--- src/sv/rpt_pkg.sv ---
// Token kinds, character codes and the plain-byte classifier of the tokenizer
package rpt_pkg;

  typedef enum logic [4:0] {
    TK_LITERAL  = 5'd0,
    TK_SPACE    = 5'd1,
    TK_WILDCARD = 5'd2,
    TK_LPAREN   = 5'd3,
    TK_RPAREN   = 5'd4,
    TK_LBRACKET = 5'd5,
    TK_DASH     = 5'd6,
    TK_RBRACKET = 5'd7,
    TK_LCURLY   = 5'd8,
    TK_RCURLY   = 5'd9,
    TK_COMMA    = 5'd10,
    TK_START    = 5'd11,
    TK_CARET    = 5'd12,
    TK_END      = 5'd13,
    TK_QUESTION = 5'd14,
    TK_STAR     = 5'd15,
    TK_PLUS     = 5'd16,
    TK_BAR      = 5'd17,
    TK_ERROR    = 5'd18
  } tk_kind_t;

  localparam logic [7:0] CH_BSLASH   = 8'h5C;
  localparam logic [7:0] CH_LCURLY   = 8'h7B;
  localparam logic [7:0] CH_RCURLY   = 8'h7D;
  localparam logic [7:0] CH_COMMA    = 8'h2C;
  localparam logic [7:0] CH_CARET    = 8'h5E;
  localparam logic [7:0] CH_DOLLAR   = 8'h24;
  localparam logic [7:0] CH_DOT      = 8'h2E;
  localparam logic [7:0] CH_LOWER_T  = 8'h74;
  localparam logic [7:0] CH_LOWER_S  = 8'h73;
  localparam logic [7:0] CH_BAR      = 8'h7C;
  localparam logic [7:0] CH_QUESTION = 8'h3F;
  localparam logic [7:0] CH_STAR     = 8'h2A;
  localparam logic [7:0] CH_PLUS     = 8'h2B;
  localparam logic [7:0] CH_LPAREN   = 8'h28;
  localparam logic [7:0] CH_RPAREN   = 8'h29;
  localparam logic [7:0] CH_LBRACKET = 8'h5B;
  localparam logic [7:0] CH_RBRACKET = 8'h5D;
  localparam logic [7:0] CH_DASH     = 8'h2D;
  localparam logic [7:0] CH_ZERO     = 8'h30;
  localparam logic [7:0] CH_NINE     = 8'h39;
  localparam logic [7:0] CH_TAB      = 8'h09;

  function automatic tk_kind_t plain_kind(input logic [7:0] c, input logic at_start);
    tk_kind_t k;
    case (c)
      CH_DOT:      k = TK_WILDCARD;
      CH_LPAREN:   k = TK_LPAREN;
      CH_RPAREN:   k = TK_RPAREN;
      CH_LBRACKET: k = TK_LBRACKET;
      CH_DASH:     k = TK_DASH;
      CH_RBRACKET: k = TK_RBRACKET;
      CH_CARET:    k = at_start ? TK_START : TK_CARET;
      CH_DOLLAR:   k = TK_END;
      CH_QUESTION: k = TK_QUESTION;
      CH_STAR:     k = TK_STAR;
      CH_PLUS:     k = TK_PLUS;
      CH_BAR:      k = TK_BAR;
      CH_RCURLY:   k = TK_RCURLY;
      default:     k = TK_LITERAL;
    endcase
    return k;
  endfunction

endpackage

--- src/sv/regex_pattern_tokenizer.sv ---
// Top level of the regex pattern tokenizer: input register, classifier, result register
//
// channel | dir | tdata                 | tuser
// s_      | in  | [7:0] pattern_char    | [0] first_of_pattern
// m_      | out | [7:0] token_char      | [4:0] token_kind
//
// One beat per cycle sustained while m_ is not stalled; a byte taken on s_ passes the input
// register and then the result register before its token reaches m_.
// rst clears both valid flags and the escape, brace and error flags.
// A stalled m_ side holds the result; s_tready drops once the input register is full too.
module regex_pattern_tokenizer
  import rpt_pkg::*;
(
  input  logic       clk,
  input  logic       rst,
  input  logic       s_tvalid,
  output logic       s_tready,
  input  logic [7:0] s_tdata,   // [7:0] pattern_char
  input  logic       s_tuser,   // [0] first_of_pattern
  output logic       m_tvalid,
  input  logic       m_tready,
  output logic [7:0] m_tdata,   // [7:0] token_char
  output logic [4:0] m_tuser    // [4:0] token_kind
);

  logic       in_valid;
  logic [7:0] in_char;
  logic       in_first;

  logic escape_pending, escape_pending_next;
  logic inside_braces, inside_braces_next;
  logic error_latched, error_latched_next;

  logic       advance;
  logic       emit;
  tk_kind_t   kind;
  logic [7:0] tchar;
  logic       esc, brace, err;

  assign advance  = !m_tvalid || m_tready;
  assign s_tready = !in_valid || advance;

  always_comb begin
    esc   = escape_pending && !in_first;
    brace = inside_braces && !in_first;
    err   = error_latched && !in_first;
    escape_pending_next = esc;
    inside_braces_next  = brace;
    error_latched_next  = err;
    emit  = 1'b1;
    kind  = TK_LITERAL;
    tchar = in_char;
    if (err) begin
      emit = 1'b0;
    end else if (brace) begin
      if (in_char == CH_COMMA) begin
        kind = TK_COMMA;
      end else if (in_char >= CH_ZERO && in_char <= CH_NINE) begin
        kind = TK_LITERAL;
      end else if (in_char == CH_RCURLY) begin
        kind = TK_RCURLY;
        inside_braces_next = 1'b0;
      end else begin
        kind = TK_ERROR;
        error_latched_next = 1'b1;
      end
    end else if (esc) begin
      escape_pending_next = 1'b0;
      if (in_char == CH_LOWER_T) begin
        tchar = CH_TAB;
      end else if (in_char == CH_LOWER_S) begin
        kind = TK_SPACE;
      end
    end else if (in_char == CH_BSLASH) begin
      escape_pending_next = 1'b1;
      emit = 1'b0;
    end else if (in_char == CH_LCURLY) begin
      inside_braces_next = 1'b1;
      kind = TK_LCURLY;
    end else begin
      kind = plain_kind(in_char, in_first);
    end
  end

  always_ff @(posedge clk) begin
    if (rst) begin
      in_valid <= 1'b0;
    end else if (s_tready) begin
      in_valid <= s_tvalid;
    end
    if (s_tvalid && s_tready) begin
      in_char  <= s_tdata;
      in_first <= s_tuser;
    end
  end

  always_ff @(posedge clk) begin
    if (rst) begin
      escape_pending <= 1'b0;
      inside_braces  <= 1'b0;
      error_latched  <= 1'b0;
      m_tvalid       <= 1'b0;
    end else if (advance) begin
      m_tvalid <= in_valid && emit;
      if (in_valid) begin
        escape_pending <= escape_pending_next;
        inside_braces  <= inside_braces_next;
        error_latched  <= error_latched_next;
      end
    end
    if (advance) begin
      m_tdata <= tchar;
      m_tuser <= kind;
    end
  end

endmodule

--- config.mk ---
export PLATFORM = sky130hd
export DESIGN_NAME = regex_pattern_tokenizer
export DESIGN_NICKNAME = d
export VERILOG_FILES = /design/src/sv/rpt_pkg.sv /design/src/sv/regex_pattern_tokenizer.sv
export SDC_FILE = /design/constraint.sdc
export NUM_CORES = 1
export LEC_CHECK = 0
export ABC_AREA = 1
export BUFFER_PORTS_ARGS = -buffer_cell sky130_fd_sc_hd__buf_2
export CORE_UTILIZATION = 50
export DETAILED_ROUTE_END_ITERATION = 7
export MAX_ROUTING_LAYER = met4
export PLACE_DENSITY = 0.7
export SLEW_MARGIN = 20
export SYNTH_ARGS = -nofsm -noshare
export SYNTH_HDL_FRONTEND = slang
export SYNTH_SLANG_ARGS = --single-unit
--- constraint.sdc ---
create_clock -name clk -period 2.2 [get_ports clk]
set_input_delay 0.22 -clock clk [delete_from_list [all_inputs] [get_ports clk]]
set_output_delay 0.22 -clock clk [all_outputs]
set_load 0.02 [all_outputs]
==> key figures <==
GRT
  • Vias in the first global route: 1164
  • GRT Resource Usage Total: 20.6%
  • Total gr overflow: 0
  • First-pass GRT wire length: 4890 um
  • Pin count of the biggest net entering global routing: 16
  • Initial antenna violation count: 0

Placement
  • DP HPWL: 2360 um
  • Inst Count DP: 239
  • Routability cong.: 0.920
  • DP Worst Slack: 0.595 ns
  • PortBufs: 27

Detailed routing
  • Via density: 5.07
  • WL per Instance: 12.1 um
  • ANT nets after route: 0
  • First-pass iteration count of the detailed router: 6
  • # DRC: 6
  • Via Count: 1233
  • 1st-iter DRT viols: 37
  • Final wirelength: 2940 um

Pwr
  • Share of power burned in registers: 63.4%
  • Comb pwr share: 14.4%
  • Clk pwr share: 22.2%
  • Peak VDD IR: 0.000394 V
  • Switching Fraction: 26.4%
  • Leakage: 0.865 nW
  • NetSw: 0.000252 W
  • Internal power: 0.000702 W
  • Pwr dens: 562 mW/mm^2

Synth
  • Ys Warns: 0
  • Synth Area in Compound Gates: 8.01%
  • Mux contribution to synthesized area: 0%
  • Cell area after synthesis: 0.00150 mm^2
  • Seq/Total Area, Yosys: 50.8%
  • Post-Syn Area per Cell: 8.24 um^2
  • Yosys reg bits: 27
  • Post-Synthesis Cells: 182
  • Adder-cell area share of the yosys netlist: 0%
  • Synth Net Count: 195
  • Xor and xnor area share after synthesis: 0%
  • Post-Synth Simple-Gate Area: 32.7%
  • Main combinational cell family by area after synthesis: simple AND/OR/NAND/NOR gates
  • Cell variety after synth: 23

Setup path
  • Element type at the critical path end: flop
  • Crit start category: flop
  • Reg2reg start: in_char[7]
  • Crit Path Max Fanout: 4
  • WP data required: 2.31 ns
  • R2R depth: 5
  • Start point of the critical path: in_char[7]
  • R2r setup slk: 0.57 ns
  • Critical path data arrival time: 1.74 ns
  • Crit path kind: flop to flop

Die
  • I/O pins: 28
  • Die X: 56.8 um
  • Die Y: 56.8 um
  • Core Area: 0.00281 mm^2
  • FP Rows: 19
  • Initial core utilization: 53.4%
  • DIE AREA: 0.00322 mm^2

Timing
  • Final hold slack: 0.0625 ns
  • Unrepaired setup endpoints after global routing: false
  • Final setup TNS: 0 ns
  • Clock Skew: 0.0165 ns
  • Slew margin rel.: 78.3%
  • Final setup violation count: 0
  • Final Hold Fails: 0
  • Final setup margin: 0.567 ns
  • Max-slew violations: 0
  • Min Tclk post-route: 1.63 ns
  • Final period util: 74.2%
  • Worst Tran Pin Value: 0.325 ns
  • Highest Clock Rate: 0.612 GHz

Layout
  • Cell Count, Final, Fillers Out: 243
  • Area grow syn2layout: 13.4%
  • Fin nets: 226
  • Layout cells sized above 1: 29.2%
  • Most frequent cells in the layout: 47 x nand2_1, 27 x buf_2, 26 x inv_1
  • Antenna Cells: 0
  • Fin util: 60.6%
  • Commonest non-fill, non-tap cell in the layout: nand2_1
  • Number of fill cells: 260

Clocking
  • H-tree lvl count: 1
  • CTS max path bufs: 2
  • Hold Buf Count CTS: 0
  • PostCTS Resize Cnt: 0
  • Clock-pin slew on the worst setup and hold paths: 0.15 ns
  • TritonCTS Buffers: 3
  • Clk root buf: clkbuf_4
  • Clk sinks: 27
  • Clk_lat worst skew: 0.33 ns
  • TritonCTS clock tree: done
  • Setup bufs post-CTS: 0

Outcome
  • Status: complete, but fails checks
  • Violations in the final reports: DRC

Hold path
  • Hold-critical path depth: 1
  • Worst min-delay path startpoint: s_tuser
  • Hold WC Path Type: primary input to flop

Job
  • Max Cap Viol: 0
==> final cells by class <==
| type | count | area, um^2 | area share [%] |
|---|---|---|---|
| Sequential cell | 27 | 761 | 44.8 |
| Multi-Input combinational cell | 121 | 611 | 35.9 |
| Timing Repair Buffer | 28 | 143 | 8.39 |
| Inverter | 32 | 120 | 7.07 |
| Tap cell | 31 | 38.8 | 2.28 |
| Clock buffer | 4 | 26.3 | 1.55 |
==> routing by layer <==
metal	part of all wire [%]	track usage, %	wire length [um]	up-vias
li1	-	-	-	641
met1	47	24.9	1380	545
met2	46	34.0	1370	39
met3	3.9	2.07	115	8
met4	2.7	10.8	79	0
met5	0	-	0	-
==> cell usage after synthesis <==
cell type  count  area, um^2
nor2_2         3        18.8
nor3_1         4        20.0
clkbuf_1       2        7.51
inv_2          6        22.5
a21oi_1        9        45.0
nand3b_2       1        11.3
nor3_2         1        10.0
edfxtp_1      22         661
nand3_2        1        10.0
a21oi_2        3        26.3
inv_1         26        97.6
o21ai_1        1        5.00
o21bai_1       1        7.51
o21ai_2        1        8.76
nor2_4         5        56.3
a31oi_1        2        12.5
o21ai_0        3        15.0
nand3_1        9        45.0
nand2_1       47         176
dfxtp_1        5         100
nor2_1        20        75.1
nand2_2        9        56.3
nand2_4        1        11.3
==> path summary, 6_finish.rpt <==
| check | to |
|---|---|
| worst max-delay path | m_tuser[4] |
| worst max register to register | m_tuser[4] |
| worst min-delay path | in_first |
| worst min register to register | escape_pending |
==> flip-flops by register name (all words and copies together) (netlist names) <==
| signal | cells |
|---|---|
| error_latched | 1 |
| escape_pending | 1 |
| in_char | 8 |
| in_first | 1 |
| in_valid | 1 |
| inside_braces | 1 |
| m_tdata | 8 |
| m_tuser | 5 |
| m_tvalid | 1 |
==> cell families after synthesis <==
family | count (synthesis)
and+or+nand+nor | 101
buffers and inverters | 34
DFF | 27
AOI/OAI and AO/OA | 20
==> power by group through the flow <==
stage                      logic, W  registers (W)  clock network (W)
after floorplan           0.0000709       0.000638                  0
after global placement     0.000135       0.000616                  0
after detailed placement   0.000137       0.000617                  0
after CTS                  0.000138       0.000606           0.000217
after global routing       0.000152       0.000610           0.000239
final                      0.000137       0.000605           0.000212
==> critical path, cell delays in order (launching register included) <==
cell and delay, ns:
edfxtp_1 0.47, nor2_1 0.19, nand3_1 0.19, nor3_1 0.29
nand3b_2 0.22, a21oi_2 0.06
==> through the flow <==
stage | area, um^2 | power [W]
3_3_place_gp | 1670 | 0.000752
2_1_floorplan | 1500 | 0.000709
3_5_place_dp | 1670 | 0.000755
4_1_cts | 1700 | 0.000961
5_1_grt | 1700 | 0.00100
6_report | 1700 | 0.000954
Power figures use the tool's default switching activity.
